<file path="src/rtl/kdt_pkg.sv">
`timescale 1ns / 1ps
// shared types and constants for the key release debounce tracker
// no dependencies; every other file uses this package

package kdt_pkg;

  localparam int KEY_W       = 8;
  localparam int KEY_COUNT   = 256;
  localparam int QUEUE_DEPTH = 16;
  localparam int CNT_W       = $clog2(QUEUE_DEPTH);
  localparam int STAMP_W     = 32;
  localparam int DEB_W       = 16;
  localparam int CMD_W       = 2;

  localparam logic [DEB_W-1:0] DEB_RESET = DEB_W'(50);

  typedef enum logic [CMD_W-1:0] {
    CMD_TICK    = 2'd0,
    CMD_PRESS   = 2'd1,
    CMD_RELEASE = 2'd2,
    CMD_CLEAR   = 2'd3
  } cmd_e;

  // one queued key event
  typedef struct packed {
    logic [STAMP_W-1:0] stamp;
    logic               press;
    logic [KEY_W-1:0]   key;
  } event_t;

  // controls broadcast to every cell of the chain
  typedef struct packed {
    logic clear;     // empty all cells
    logic push;      // load push event into the first free cell
    logic shift;     // pop front, every cell takes its rear neighbor
    logic scan_clr;  // zero the match ripple
    logic scan_en;   // advance the match ripple one cell
  } chain_ctl_t;

endpackage

</file>
<file path="src/rtl/kdt_if.sv">
`timescale 1ns / 1ps
// valid/ready channel interfaces for the debounce tracker items
// depends on kdt_pkg for field widths

interface kdt_in_if;
  logic                      valid;
  logic                      ready;
  logic [kdt_pkg::CMD_W-1:0] command;
  logic [kdt_pkg::KEY_W-1:0] key;

  modport source (output valid, output command, output key, input ready);
  modport sink   (input valid, input command, input key, output ready);
endinterface

interface kdt_out_if;
  logic                        valid;
  logic                        ready;
  logic                        key_pressed;
  logic                        change_pending;
  logic [kdt_pkg::STAMP_W-1:0] next_change_time;
  logic                        event_dropped;

  modport source (output valid, output key_pressed, output change_pending,
                  output next_change_time, output event_dropped, input ready);
  modport sink   (input valid, input key_pressed, input change_pending,
                  input next_change_time, input event_dropped, output ready);
endinterface

</file>
<file path="src/rtl/kdt_cell.sv">
`timescale 1ns / 1ps
// one cell of the event queue chain: holds one event and one match bit
// depends on kdt_pkg

module kdt_cell (
  input  logic                      clk_i,
  input  logic                      rst_ni,
  input  kdt_pkg::chain_ctl_t       ctl_i,
  input  logic                      prev_valid_i,
  input  logic                      next_valid_i,
  input  kdt_pkg::event_t           next_ev_i,
  input  kdt_pkg::event_t           push_ev_i,
  input  logic [kdt_pkg::KEY_W-1:0] query_key_i,
  input  logic                      hit_i,
  output logic                      valid_o,
  output kdt_pkg::event_t           ev_o,
  output logic                      hit_o
);
  import kdt_pkg::*;

  logic   valid_q, valid_d;
  event_t ev_q, ev_d;
  logic   hit_q, hit_d;
  logic   load_push;

  // first free cell behind a valid one takes the pushed event
  assign load_push = ctl_i.push && !valid_q && prev_valid_i;

  always_comb begin
    valid_d = valid_q;
    ev_d    = ev_q;
    if (ctl_i.clear) begin
      valid_d = 1'b0;
    end else if (ctl_i.shift) begin
      valid_d = next_valid_i;
      ev_d    = next_ev_i;
    end else if (load_push) begin
      valid_d = 1'b1;
      ev_d    = push_ev_i;
    end
  end

  always_comb begin
    hit_d = hit_q;
    if (ctl_i.scan_clr) begin
      hit_d = 1'b0;
    end else if (ctl_i.scan_en) begin
      hit_d = hit_i || (valid_q && ev_q.press && (ev_q.key == query_key_i));
    end
  end

  always_ff @(posedge clk_i or negedge rst_ni) begin
    if (!rst_ni) begin
      valid_q <= 1'b0;
      hit_q   <= 1'b0;
    end else begin
      valid_q <= valid_d;
      hit_q   <= hit_d;
    end
  end

  always_ff @(posedge clk_i) begin
    ev_q <= ev_d;
  end

  assign valid_o = valid_q;
  assign ev_o    = ev_q;
  assign hit_o   = hit_q;

endmodule

</file>
<file path="src/rtl/kdt_event_chain.sv">
`timescale 1ns / 1ps
// event queue built as a row of kdt_cell, front at cell 0
// depends on kdt_pkg and kdt_cell

module kdt_event_chain (
  input  logic                      clk_i,
  input  logic                      rst_ni,
  input  kdt_pkg::chain_ctl_t       ctl_i,
  input  kdt_pkg::event_t           push_ev_i,
  input  logic [kdt_pkg::KEY_W-1:0] query_key_i,
  output logic                      front_valid_o,
  output kdt_pkg::event_t           front_ev_o,
  output logic                      full_o,
  output logic                      hit_o
);
  import kdt_pkg::*;

  logic [QUEUE_DEPTH-1:0] valid_v;
  logic [QUEUE_DEPTH-1:0] hit_v;
  event_t                 ev_v [QUEUE_DEPTH];

  for (genvar i = 0; i < QUEUE_DEPTH; i++) begin : g_cell
    logic   prev_valid;
    logic   next_valid;
    event_t next_ev;
    logic   hit_in;

    if (i == 0) begin : g_front
      assign prev_valid = 1'b1;
      assign hit_in     = 1'b0;
    end else begin : g_mid
      assign prev_valid = valid_v[i-1];
      assign hit_in     = hit_v[i-1];
    end

    if (i == QUEUE_DEPTH - 1) begin : g_tail
      assign next_valid = 1'b0;
      assign next_ev    = '0;
    end else begin : g_body
      assign next_valid = valid_v[i+1];
      assign next_ev    = ev_v[i+1];
    end

    kdt_cell u_cell (
      .clk_i        (clk_i),
      .rst_ni       (rst_ni),
      .ctl_i        (ctl_i),
      .prev_valid_i (prev_valid),
      .next_valid_i (next_valid),
      .next_ev_i    (next_ev),
      .push_ev_i    (push_ev_i),
      .query_key_i  (query_key_i),
      .hit_i        (hit_in),
      .valid_o      (valid_v[i]),
      .ev_o         (ev_v[i]),
      .hit_o        (hit_v[i])
    );
  end

  assign front_valid_o = valid_v[0];
  assign front_ev_o    = ev_v[0];
  assign full_o        = valid_v[QUEUE_DEPTH-1];
  assign hit_o         = hit_v[QUEUE_DEPTH-1];

  // occupied cells always form an unbroken run from the front
  a_contiguous: assert property (@(posedge clk_i) disable iff (!rst_ni)
    (valid_v[QUEUE_DEPTH-1:1] & ~valid_v[QUEUE_DEPTH-2:0]) == '0)
    else $error("event chain has a hole");

  // a pop of a nonempty chain removes exactly one event
  a_pop_one: assert property (@(posedge clk_i) disable iff (!rst_ni)
    ctl_i.shift && !ctl_i.clear && valid_v[0]
    |=> $countones(valid_v) == $countones($past(valid_v)) - 1)
    else $error("pop did not remove one event");

  // a clear leaves nothing queued
  a_clear: assert property (@(posedge clk_i) disable iff (!rst_ni)
    ctl_i.clear |=> valid_v == '0)
    else $error("clear left events queued");

endmodule

</file>
<file path="src/rtl/key_release_debounce_tracker_core.sv">
`timescale 1ns / 1ps
// top level of the key release debounce tracker: sequencer, time, held map
// depends on kdt_pkg, kdt_if and kdt_event_chain
//
// usage
//   in_if carries one item per handshake: command (tick, press, release,
//   clear) and key. out_if returns exactly one result item per input item:
//   key_pressed, change_pending, next_change_time, event_dropped.
//   cfg_we_i / cfg_wdata_i write debounce_ticks; write only while idle.
// timing
//   one item at a time. an item is accepted, then drained (one queued event
//   committed per cycle until the front is not ready), then scanned while the
//   pressed match ripples down the 16-cell event chain, then its result is
//   loaded. the scan length follows the chain depth.
// reset
//   time, held map, queue and output valid are cleared at once; debounce
//   returns to 50. no clearing pass is needed.
// stall
//   the result sits in an output register; the next item is accepted while
//   it waits, and the sequencer holds in its result state only when a new
//   result is ready and the old one has not yet been taken.

module key_release_debounce_tracker_core (
  input  logic                      clk_i,
  input  logic                      rst_ni,
  kdt_in_if.sink                    in_if,
  kdt_out_if.source                 out_if,
  input  logic                      cfg_we_i,
  input  logic [kdt_pkg::DEB_W-1:0] cfg_wdata_i
);
  import kdt_pkg::*;

  typedef enum logic [3:0] {
    ST_IDLE   = 4'b0001,
    ST_DRAIN  = 4'b0010,
    ST_SCAN   = 4'b0100,
    ST_RESULT = 4'b1000
  } state_e;

  state_e state_q, state_d;

  // configuration and time
  logic [DEB_W-1:0]   deb_q;
  logic [STAMP_W-1:0] time_q, time_d;

  // item context
  logic [KEY_W-1:0] key_q;
  logic             dropped_q, dropped_d;
  logic [CNT_W-1:0] scan_cnt_q, scan_cnt_d;

  // committed key map, one flop per key, cleared together
  logic [KEY_COUNT-1:0] held_q;
  logic                 held_rd_q;

  // output register
  logic               out_valid_q;
  logic               out_pressed_q;
  logic               out_pending_q;
  logic [STAMP_W-1:0] out_next_q;
  logic               out_dropped_q;

  // chain interface
  chain_ctl_t ctl;
  event_t     push_ev;
  logic       front_valid;
  event_t     front_ev;
  logic       chain_full;
  logic       chain_hit;

  logic               accept;
  cmd_e               cmd;
  logic [STAMP_W-1:0] age;
  logic               commit;
  logic               load_out;

  assign cmd    = cmd_e'(in_if.command);
  assign accept = in_if.valid && in_if.ready;
  assign in_if.ready = (state_q == ST_IDLE);

  // front event leaves the queue: presses at once, releases once aged past debounce
  assign age    = time_q - front_ev.stamp;
  assign commit = (state_q == ST_DRAIN) && front_valid &&
                  (front_ev.press || (age > {{(STAMP_W-DEB_W){1'b0}}, deb_q}));

  assign load_out = (state_q == ST_RESULT) && (!out_valid_q || out_if.ready);

  assign push_ev.stamp = time_q;
  assign push_ev.press = (cmd == CMD_PRESS);
  assign push_ev.key   = in_if.key;

  always_comb begin
    ctl          = '0;
    ctl.scan_clr = accept;
    ctl.shift    = commit;
    ctl.scan_en  = (state_q == ST_SCAN);
    if (accept) begin
      ctl.clear = (cmd == CMD_CLEAR);
      ctl.push  = (cmd == CMD_PRESS) || (cmd == CMD_RELEASE);
    end
  end

  // sequencer
  always_comb begin
    state_d    = state_q;
    time_d     = time_q;
    dropped_d  = dropped_q;
    scan_cnt_d = scan_cnt_q;
    unique case (state_q)
      ST_IDLE: begin
        if (accept) begin
          dropped_d = 1'b0;
          case (cmd) inside
            CMD_TICK:                 time_d    = time_q + STAMP_W'(1);
            CMD_PRESS, CMD_RELEASE:   dropped_d = chain_full;
            default:                  dropped_d = 1'b0;
          endcase
          state_d = ST_DRAIN;
        end
      end
      ST_DRAIN: begin
        if (!commit) begin
          scan_cnt_d = '0;
          state_d    = ST_SCAN;
        end
      end
      ST_SCAN: begin
        scan_cnt_d = scan_cnt_q + CNT_W'(1);
        if (scan_cnt_q == CNT_W'(QUEUE_DEPTH - 1)) begin
          state_d = ST_RESULT;
        end
      end
      ST_RESULT: begin
        if (load_out) begin
          state_d = ST_IDLE;
        end
      end
      default: state_d = ST_IDLE;
    endcase
  end

  always_ff @(posedge clk_i or negedge rst_ni) begin
    if (!rst_ni) begin
      state_q    <= ST_IDLE;
      deb_q      <= DEB_RESET;
      time_q     <= '0;
      dropped_q  <= 1'b0;
      scan_cnt_q <= '0;
    end else begin
      state_q    <= state_d;
      time_q     <= time_d;
      dropped_q  <= dropped_d;
      scan_cnt_q <= scan_cnt_d;
      if (cfg_we_i) begin
        deb_q <= cfg_wdata_i;
      end
    end
  end

  always_ff @(posedge clk_i) begin
    if (accept) begin
      key_q <= in_if.key;
    end
  end

  // held map: clear empties it, each committed event writes one key
  always_ff @(posedge clk_i or negedge rst_ni) begin
    if (!rst_ni) begin
      held_q <= '0;
    end else if (ctl.clear) begin
      held_q <= '0;
    end else if (commit) begin
      held_q[front_ev.key] <= front_ev.press;
    end
  end

  // registered read of the queried key while the chain scans
  always_ff @(posedge clk_i) begin
    held_rd_q <= held_q[key_q];
  end

  kdt_event_chain u_chain (
    .clk_i         (clk_i),
    .rst_ni        (rst_ni),
    .ctl_i         (ctl),
    .push_ev_i     (push_ev),
    .query_key_i   (key_q),
    .front_valid_o (front_valid),
    .front_ev_o    (front_ev),
    .full_o        (chain_full),
    .hit_o         (chain_hit)
  );

  // output register
  always_ff @(posedge clk_i or negedge rst_ni) begin
    if (!rst_ni) begin
      out_valid_q <= 1'b0;
    end else if (load_out) begin
      out_valid_q <= 1'b1;
    end else if (out_if.ready) begin
      out_valid_q <= 1'b0;
    end
  end

  always_ff @(posedge clk_i) begin
    if (load_out) begin
      out_pressed_q <= held_rd_q || chain_hit;
      out_pending_q <= front_valid;
      out_next_q    <= front_valid ?
                       (front_ev.stamp + {{(STAMP_W-DEB_W){1'b0}}, deb_q}) : '0;
      out_dropped_q <= dropped_q;
    end
  end

  assign out_if.valid            = out_valid_q;
  assign out_if.key_pressed      = out_pressed_q;
  assign out_if.change_pending   = out_pending_q;
  assign out_if.next_change_time = out_next_q;
  assign out_if.event_dropped    = out_dropped_q;

  // a press or release that meets a full chain is flagged as dropped
  a_drop_flag: assert property (@(posedge clk_i) disable iff (!rst_ni)
    accept && chain_full && (cmd == CMD_PRESS || cmd == CMD_RELEASE) |=> dropped_q)
    else $error("lost event not flagged");

  // the chain front stays put while the match ripples
  a_scan_front: assert property (@(posedge clk_i) disable iff (!rst_ni)
    (state_q == ST_SCAN) && $past(state_q == ST_SCAN) |-> $stable(front_valid))
    else $error("chain moved during scan");

  // a new result appears only from the result state
  a_out_src: assert property (@(posedge clk_i) disable iff (!rst_ni)
    $rose(out_valid_q) |-> $past(state_q == ST_RESULT))
    else $error("result presented outside result state");

  // once drained, the front is never a press
  a_drained: assert property (@(posedge clk_i) disable iff (!rst_ni)
    (state_q == ST_SCAN) |-> !(front_valid && front_ev.press))
    else $error("press left at queue front after drain");

endmodule

</file>
<file path="src/flat_wrapper.sv">
// flat-port wrapper written by rule: the top's interface ports become plain ports
module key_release_debounce_tracker_core_flat import kdt_pkg::*;
  (clk_i, rst_ni, cfg_we_i, cfg_wdata_i, in_if_valid, in_if_command, in_if_key, in_if_ready, out_if_valid, out_if_key_pressed, out_if_change_pending, out_if_next_change_time, out_if_event_dropped, out_if_ready);
  kdt_in_if in_if_i ();
  kdt_out_if out_if_i ();
  input  logic clk_i;
  input  logic rst_ni;
  input  logic cfg_we_i;
  input  logic [kdt_pkg::DEB_W-1:0] cfg_wdata_i;
  input wire logic [$bits(in_if_i.valid)-1:0] in_if_valid;
  input wire logic [$bits(in_if_i.command)-1:0] in_if_command;
  input wire logic [$bits(in_if_i.key)-1:0] in_if_key;
  output wire logic [$bits(in_if_i.ready)-1:0] in_if_ready;
  output wire logic [$bits(out_if_i.valid)-1:0] out_if_valid;
  output wire logic [$bits(out_if_i.key_pressed)-1:0] out_if_key_pressed;
  output wire logic [$bits(out_if_i.change_pending)-1:0] out_if_change_pending;
  output wire logic [$bits(out_if_i.next_change_time)-1:0] out_if_next_change_time;
  output wire logic [$bits(out_if_i.event_dropped)-1:0] out_if_event_dropped;
  input wire logic [$bits(out_if_i.ready)-1:0] out_if_ready;
  assign in_if_i.valid = in_if_valid;
  assign in_if_i.command = in_if_command;
  assign in_if_i.key = in_if_key;
  assign in_if_ready = in_if_i.ready;
  assign out_if_valid = out_if_i.valid;
  assign out_if_key_pressed = out_if_i.key_pressed;
  assign out_if_change_pending = out_if_i.change_pending;
  assign out_if_next_change_time = out_if_i.next_change_time;
  assign out_if_event_dropped = out_if_i.event_dropped;
  assign out_if_i.ready = out_if_ready;
  key_release_debounce_tracker_core u_core (.clk_i(clk_i), .rst_ni(rst_ni), .in_if(in_if_i), .out_if(out_if_i), .cfg_we_i(cfg_we_i), .cfg_wdata_i(cfg_wdata_i));
endmodule
</file>
<file path="config.mk">
export PLATFORM = sky130hd
export DESIGN_NAME = key_release_debounce_tracker_core_flat
export DESIGN_NICKNAME = d
export VERILOG_FILES = /design/src/rtl/kdt_pkg.sv /design/src/rtl/kdt_if.sv /design/src/rtl/kdt_cell.sv /design/src/rtl/kdt_event_chain.sv /design/src/rtl/key_release_debounce_tracker_core.sv /design/src/flat_wrapper.sv
export SDC_FILE = /design/constraint.sdc
export NUM_CORES = 2
export LEC_CHECK = 0
export ABC_AREA = 1
export BUFFER_PORTS_ARGS = -buffer_cell sky130_fd_sc_hd__buf_4
export CELL_PAD_IN_SITES_DETAIL_PLACEMENT = 1
export CELL_PAD_IN_SITES_GLOBAL_PLACEMENT = 2
export CORE_UTILIZATION = 36
export DETAILED_ROUTE_END_ITERATION = 6
export HOLD_SLACK_MARGIN = 0.06
export PLACE_DENSITY_LB_ADDON = 0.08
export REMOVE_ABC_BUFFERS = 1
export SETUP_SLACK_MARGIN = 0.02
export SYNTH_ARGS = -nofsm -noshare
export SYNTH_HDL_FRONTEND = slang
export SYNTH_SLANG_ARGS = --single-unit
</file>
<file path="constraint.sdc">
create_clock -name clk_i -period 5.7 [get_ports clk_i]
set_input_delay 0.57 -clock clk_i [delete_from_list [all_inputs] [get_ports clk_i]]
set_output_delay 0.57 -clock clk_i [all_outputs]
set_load 0.005 [all_outputs]
</file>
== Word level (Yosys, flattened, before mapping) ==
Index checks and enable logic that the tools add are counted.
Word-level totals
  bits in registers: 1046
  latch bits: 0
  RAM bits: 0
  bits in read-only memories: 0
  input bits: 31
  output and inout port bits: 37
  memories kept: 0
Cells by class
  $add $sub $neg: 4
  multipliers: 0
  div/mod/pow operators: 0
  order comparisons: 4
  eq/ne operators: 28
  shift-type cells: 0
  muxes and demuxes: 130
  bitwise operators: 1
  reductions and logical operators: 162
Operators with widths (number)
  41-bit 2-to-1 mux: 31
  256-bit 2-to-1 mux: 2
  256-bit bitwise mux: 1
  8-bit equality test: 16
  1-bit 2-to-1 mux: 86
  1-bit logical AND: 68
  3-bit nonzero test: 16
  2-bit nonzero test: 20
  2-bit AND reduction: 18
  32-bit by 1-bit adder with 32-bit output, second input constant: 1
  32-bit by 16-bit adder with 32-bit output: 1
  32-bit by 16-bit > comparator with 1-bit output: 1
  32-bit subtractor: 1
  4-bit 2-to-1 mux: 5
  1-bit logical OR: 19
  8-bit by 9-bit < comparator with 1-bit output, second input constant: 2
  1-bit zero test: 17
  4-bit one-hot mux with 4 select lines: 1
  1-bit binary-select mux with 8-bit select: 1
  1-bit demux with 8-bit select: 1
  4-bit equality test, second input constant: 2
  8-bit by 1-bit greater-or-equal comparator with 1-bit output, second input constant: 1
  4-bit one-hot mux with 2 select lines: 1
  2-bit inequality test, second input constant: 3
  13 further kinds: 14

== Longest topological paths before layout ==
  word-level depth: 8
  gate-level depth with buffers: 28
  gate-level depth less buffers: 26

== Hierarchy ==
From an unflattened synthesis, not the netlist that was laid out.
Unflattened totals
  cell total of the unflattened synthesis: 7509
  area total of the unflattened synthesis: 57367.5 um2
Modules (own cells, without submodules)
  kdt_cell: instances 16, cells an instance 221, area each 2009.4 um2
  key_release_debounce_tracker_core: instances 1, cells an instance 3971, area each 25209.2 um2
  kdt_event_chain: instances 1, cells an instance 2, area each 7.5 um2

== Least setup slack after synthesis ==
Ideal clock, no wire load.
  path kind: reg2reg
  from: reg u_core.time_q[0]
  to: reg u_core.u_chain.g_cell[10].u_cell.ev_q, in the netlist u_core.u_chain.g_cell[10].u_cell.ev_o[0], enable pin
  setup time: 0.453 ns
  arrival time: 5.370 ns
  data required time: 5.247 ns
  path slack: -0.123 ns
  cell stages (with the launch flop): 26
  buffers on the path: 3
  cells stage by stage: dfrtp_1 inv_1 ha_1 fa_1 inv_1 nand2_1 a21oi_1 nand2_1 nand3_1 xor2_1 ha_1 nand2_1 nor4_1 nand2_1 nand2_1 nand2_1 nand3_1 nor2_1 nand2_1 nor2_1 nand2_2 nand2_4 buf_6 buf_6 buf_4 a21oi_1
On the way
  cells in the longest elaborated chain, start to end: 6
RTL lines
  from (decl): RTL line key_release_debounce_tracker_core.sv:44  | logic [STAMP_W-1:0] time_q, time_d;
  from (signal assigned): RTL line key_release_debounce_tracker_core.sv:150  | time_q <= time_d;
  32-bit subtractor: RTL line key_release_debounce_tracker_core.sv:81  | assign age = time_q - front_ev.stamp;
  32-bit by 16-bit > comparator with 1-bit output: RTL line key_release_debounce_tracker_core.sv:83  | (front_ev.press || (age > {{(STAMP_W-DEB_W){1'b0}}, deb_q}));
  1-bit logical OR: RTL line key_release_debounce_tracker_core.sv:83
  1-bit logical AND: RTL line key_release_debounce_tracker_core.sv:82  | assign commit = (state_q == ST_DRAIN) && front_valid &&
  2-bit nonzero test (no line)
  2-bit AND reduction (no line)
  to (signal assigned): RTL line kdt_cell.sv:63  | ev_q <= ev_d;
  to (decl): RTL line kdt_cell.sv:22  | event_t ev_q, ev_d;
No other way between the ends.
A chain may end at the register's enable or synchronous reset.

== Final worst setup path ==
  from: reg u_core.time_q[0]
  to: reg u_core.u_chain.g_cell[2].u_cell.ev_q, in the netlist u_core.u_chain.g_cell[2].u_cell.ev_o[23], enable pin
On the way
  cells in the longest elaborated chain, start to end: 6
RTL lines (RTL line)
  32-bit subtractor: key_release_debounce_tracker_core.sv:81
  32-bit by 16-bit > comparator with 1-bit output: key_release_debounce_tracker_core.sv:83
  1-bit logical OR: key_release_debounce_tracker_core.sv:83
  1-bit logical AND: key_release_debounce_tracker_core.sv:82
  2-bit nonzero test (no line)
  2-bit AND reduction (no line)
  to (signal assigned): kdt_cell.sv:63
  to (decl): kdt_cell.sv:22
No other way between the ends.

==> run summary <==
The average wire length per cell after detail routing works out to 21.6 µm. For this design, the sink count on the clock tree is 1046. The maximum clock path buffer count was 3. The logs give 59400 µm² for the total non-filler cell area in the finished layout and 55400 µm² for the instance area at placement. Sequential cells burn 43.8% of the power. TritonCTS built the clock tree.

The tools report the max-cap check violation count as 0. For the TritonCTS buffer count, the log shows 120. For the pin with the worst max-slew slack, the measured transition is 1.11 ns. The floorplan step defined a core boundary enclosing 146000 µm². In this run the remaining antenna-violating nets after routing total 0. The count of mapped cells out of synthesis was 6418. The combined global-route utilization of all metal layers is 24.5%.

Endpoint arrival time on the critical path: 5.69 ns. Ranked by total cell area, the synthesized netlist is headed by edfxtp_1 (40%), dfrtp_1 (16%), nand2_1 (15%), nor2_1 (6.4%), inv_1 (4.5%). The pin count of the biggest net entering global routing was 178. For this design the ratio of total power to cell area is 388 nW/µm². For the area of the mapped netlist, the log shows 52900 µm². Dividing the final minimum period by the clock period gives 92.8%.

The number of enable flip-flop cells after synthesis is 699. The initialized floorplan defines 140 standard-cell rows. The worst setup path is of the reg2reg kind. The most frequently used flop master after synthesis was edfxtp_1. The min-delay analysis places its worst path in the category in2reg. Number of design rule violations left after detail routing: 0.

The max-slew violation count is 0, and the total number of H-tree levels is 3. The DRC violation total after the first TritonRoute iteration came out at 2730. The layer flagged by global routing as most heavily used is met2. The flip-flop and latch count after synthesis was 1046.

Adding up every negative setup slack in the final design gives 0 ns. The routed wire length was 181 mm. During I/O placement, the number of pins put on the boundary was 68. At the end of the flow, the number of nets in the layout was 6463. The maximum fanout along the worst path was 32; the final critical path time including I/O delays and setup was 5.29 ns. The count of different cell masters after synthesis was 51. Setup repair after global routing could not meet its margin everywhere. The count of yosys warnings during synthesis is 0. The required time at the endpoint of the critical path came out at 6.10 ns.

In the synthesized netlist, the cells that appear most often are nand2_1 (2155), nor2_1 (903), edfxtp_1 (699), inv_1 (632), nand3_1 (429). The worst setup path is captured at a flip-flop. For the final database, setup skew stands at 0.0490 ns. The area growth from synthesis to layout works out to 12.2%. For the global-route track usage on met1, the log shows 32.6%. Yosys instantiated no cell more often than nand2_1. The first global-routing pass estimated 278 mm of wire. Switching power of the nets: 8.01 mW. The run gives 3 as the number of antenna violations at the first check in global routing.

The mean instance size in the synthesized netlist was 8.25 µm²; the part of the Yosys area used for sequential elements was 56.0%. The tools report the first-pass iteration count of the detailed router as 6. edfxtp_1 takes more of the synthesized area than any other cell. Hold is met by 0.116 ns.

Timing would allow up to 189 MHz. The tools report the floorplan die area as 149000 µm². The number of inserted filler cells in the final layout is 17151, and the part of the power in the clock network is 32.6%.

Cell internal power was estimated by the tool at 15.0 mW. The total half-perimeter wirelength after legalization and detailed placement was 114 mm; the proportion of register bits with asynchronous set or reset after synthesis was 33.1%. For this design the static power due to leakage is 27.5 nW.

The portion of total power attributed to combinational logic is 23.5%, and the switching share of power is 34.7%. The clock reaches the later pin of the worst-skew pair after 0.76 ns. The run finished with clean final reports. The number of vias after detailed routing is 42848. The initial utilization of the core area, before any placement, comes to 36.3%. The worst setup path is launched from a flip-flop. After layout, the design draws a total of 23.0 mW.

Global routing consumed, on the met3 layer, 3.12% of the routing resources. Timing analysis after detailed placement gives a worst setup slack of 0.317 ns. Routability-driven placement finished with a final weighted congestion of 0.846. The top cell type's share of synthesized area was 39.6%; the clock transition at the register clock pins on the worst setup and hold paths after CTS was 0.06 ns. VDD sags by at most 386 µV.

Cells with a size suffix above 1 make up 6.02% of the layout. Via density per instance: 5.11. In the global route stage, met2 resource usage came out at 41.6%.

The width of the die came out at 386 µm. During placement, the flow inserted port buffers numbering 67. The total setup violations reported at the end of the flow was 0; the count of endpoints failing hold in the final timing report was 0.

The worst pin sits at a relative slew slack of 26.1%. For the setup slack after layout, the log shows 0.411 ns. Global routing finished with a remaining overflow of 0. The via count of the first global-routing pass is 44458, and the die outline height is 386 µm.

0 antenna diodes ended up in the layout. Buffer cell driving the clock tree root: clkbuf_16.
-- power groups by stage --
stage                     Clock (mW)  Combinational (mW)  Sequential, mW
after global placement             0                5.41            10.2
after detailed placement           0                5.50            10.2
after CTS                       7.72                5.54            10.1
after floorplan                    0                2.96            10.3
after global routing            7.97                6.02            10.2
final                           7.52                5.42            10.1
-- state kept, by name, indices dropped and copies added, names as in the netlist --
signal,cells
u_core.u_chain.g_cell.u_cell.ev_o,656
u_core.out_if.change_pending,1
u_core.u_chain.g_cell.u_cell.hit_o,16
u_core.out_if.valid,1
u_core.held_rd_q,1
u_core.dropped_q,1
u_core.scan_cnt_q,4
u_core.u_chain.g_cell.u_cell.valid_o,16
u_core.out_if.event_dropped,1
u_core.out_if.next_change_time,32
u_core.out_if.key_pressed,1
u_core.state_q,4
u_core.deb_q,16
u_core.time_q,32
u_core.held_q,256
u_core.key_q,8
-- routing by layer --
| metal | routed length (µm) | up-vias |
|---|---|---|
| met5 | 23 | - |
| met4 | 5360 | 4 |
| met1 | 82600 | 21519 |
| met3 | 5900 | 270 |
| met2 | 87600 | 616 |
| li1 | - | 20439 |
-- timing repair --
| item | 4_1_cts | 5_1_grt |
|---|---|---|
| hold endpoints to repair | 65 | 0 |
| endpoints found under the setup margin | 0 | 194 |
| hold buffers | 23 | 0 |
| gates resized for setup | 0 | 4 |
| setup buffers | 0 | 0 |
-- worst max-delay path: stages (launching register included) --
cell	delay, ns
dfrtp_1	0.40
inv_1	0.12
ha_1	0.23
fa_1	0.48
inv_1	0.14
nand2_1	0.09
a21oi_1	0.21
nand2_1	0.09
nand3_1	0.17
xor2_1	0.10
ha_1	0.28
nand2_1	0.07
nor4_1	0.36
nand3_1	0.14
nand2_1	0.10
nand3_1	0.08
nor2_1	0.09
nand2_1	0.06
nor2_1	0.30
nand2_8	0.11
nand2_8	0.24
buf_4	0.39
nand2_2	0.27
buf_4	0.38
-- area by class of cell --
cell class,instances,area [µm²],area share (%)
clock inverters,63,533,0.897
clock buffers,162,3230,5.44
flip-flops and latches,1046,29700,49.9
multi-input cells,4371,19500,32.8
repair buffers,179,1650,2.78
inverters,644,2420,4.08
well taps,1917,2400,4.04
-- worst paths after layout --
| kind | depth (start not counted) | slack [ns] | to | startpoint |
|---|---|---|---|---|
| worst max-delay path | 23 | 0.41 | u_core.u_chain.g_cell[2].u_cell.ev_o[23] | u_core.time_q[0] |
| worst min-delay path | 4 | 0.12 | u_core.out_if.valid | out_if_ready |
| worst max register to register | 23 | 0.41 | u_core.u_chain.g_cell[2].u_cell.ev_o[23] | u_core.time_q[0] |
| worst min register to register | 0 | 0.47 | u_core.out_if.event_dropped | u_core.dropped_q |
| max in group asynchronous | 3 | 4.13 | u_core.held_q[90] | rst_ni |
| min in group asynchronous | 2 | 0.36 | u_core.deb_q[6] | rst_ni |
-- per-stage QoR --
step | utilization [%] | cells
floorplan | - | 6061
global placement | 38.0 | 8132
detailed placement | 38.0 | 8134
CTS | 40.8 | 8382
global route | 40.8 | 8382
finish | 40.8 | 8382
-- cells by family (layout without fill, tap and decap cells) --
family / Yosys count / after routing / share of synthesized area, %
buffers and inverters: 1001 / 1048 / 7.50
muxes: 1 / 1 / 0.0213
adders and majority gates: 70 / 70 / 1.68
DFF: 1046 / 1046 / 56.0
AOI/OAI and AO/OA: 628 / 628 / 6.43
and+or+nand+nor: 3589 / 3589 / 26.9
xor gates and xnor gates: 83 / 83 / 1.37
-- cells in the final DEF, fill, tap and decap left out, types with 5 or more instances in the layout --
| cell type | synthesis | layout |
|---|---|---|
| clkinv_1 | 1 | 31 |
| nor2_1 | 903 | 901 |
| a21oi_1 | 221 | 211 |
| nor3_2 | 4 | 5 |
| o21a_1 | 6 | 6 |
| nand2_2 | 21 | 30 |
| xor2_1 | 44 | 44 |
| nor4_1 | 14 | 14 |
| o22ai_1 | 26 | 26 |
| buf_4 | 2 | 136 |
| a221oi_1 | 20 | 20 |
| nor3_1 | 24 | 23 |
| nand4_1 | 23 | 23 |
| nand2_1 | 2155 | 2144 |
| dfrtp_1 | 342 | 342 |
| xnor2_1 | 39 | 39 |
| o21ai_0 | 296 | 296 |
| a21oi_4 | 0 | 10 |
| o211ai_1 | 10 | 10 |
| dlygate4sd3_1 | 0 | 23 |
| clkbuf_1 | 188 | 35 |
| o21ai_1 | 14 | 14 |
| edfxtp_1 | 699 | 699 |
| nand3_1 | 429 | 429 |
| ha_1 | 68 | 68 |
| inv_2 | 11 | 11 |
| clkinv_16 | 0 | 5 |
| clkbuf_8 | 0 | 7 |
| buf_12 | 0 | 16 |
| clkinv_2 | 0 | 18 |
| inv_1 | 632 | 631 |
| clkbuf_16 | 0 | 120 |
| o2111ai_1 | 18 | 18 |
No activity file was read; power rests on OpenSTA's default activity.
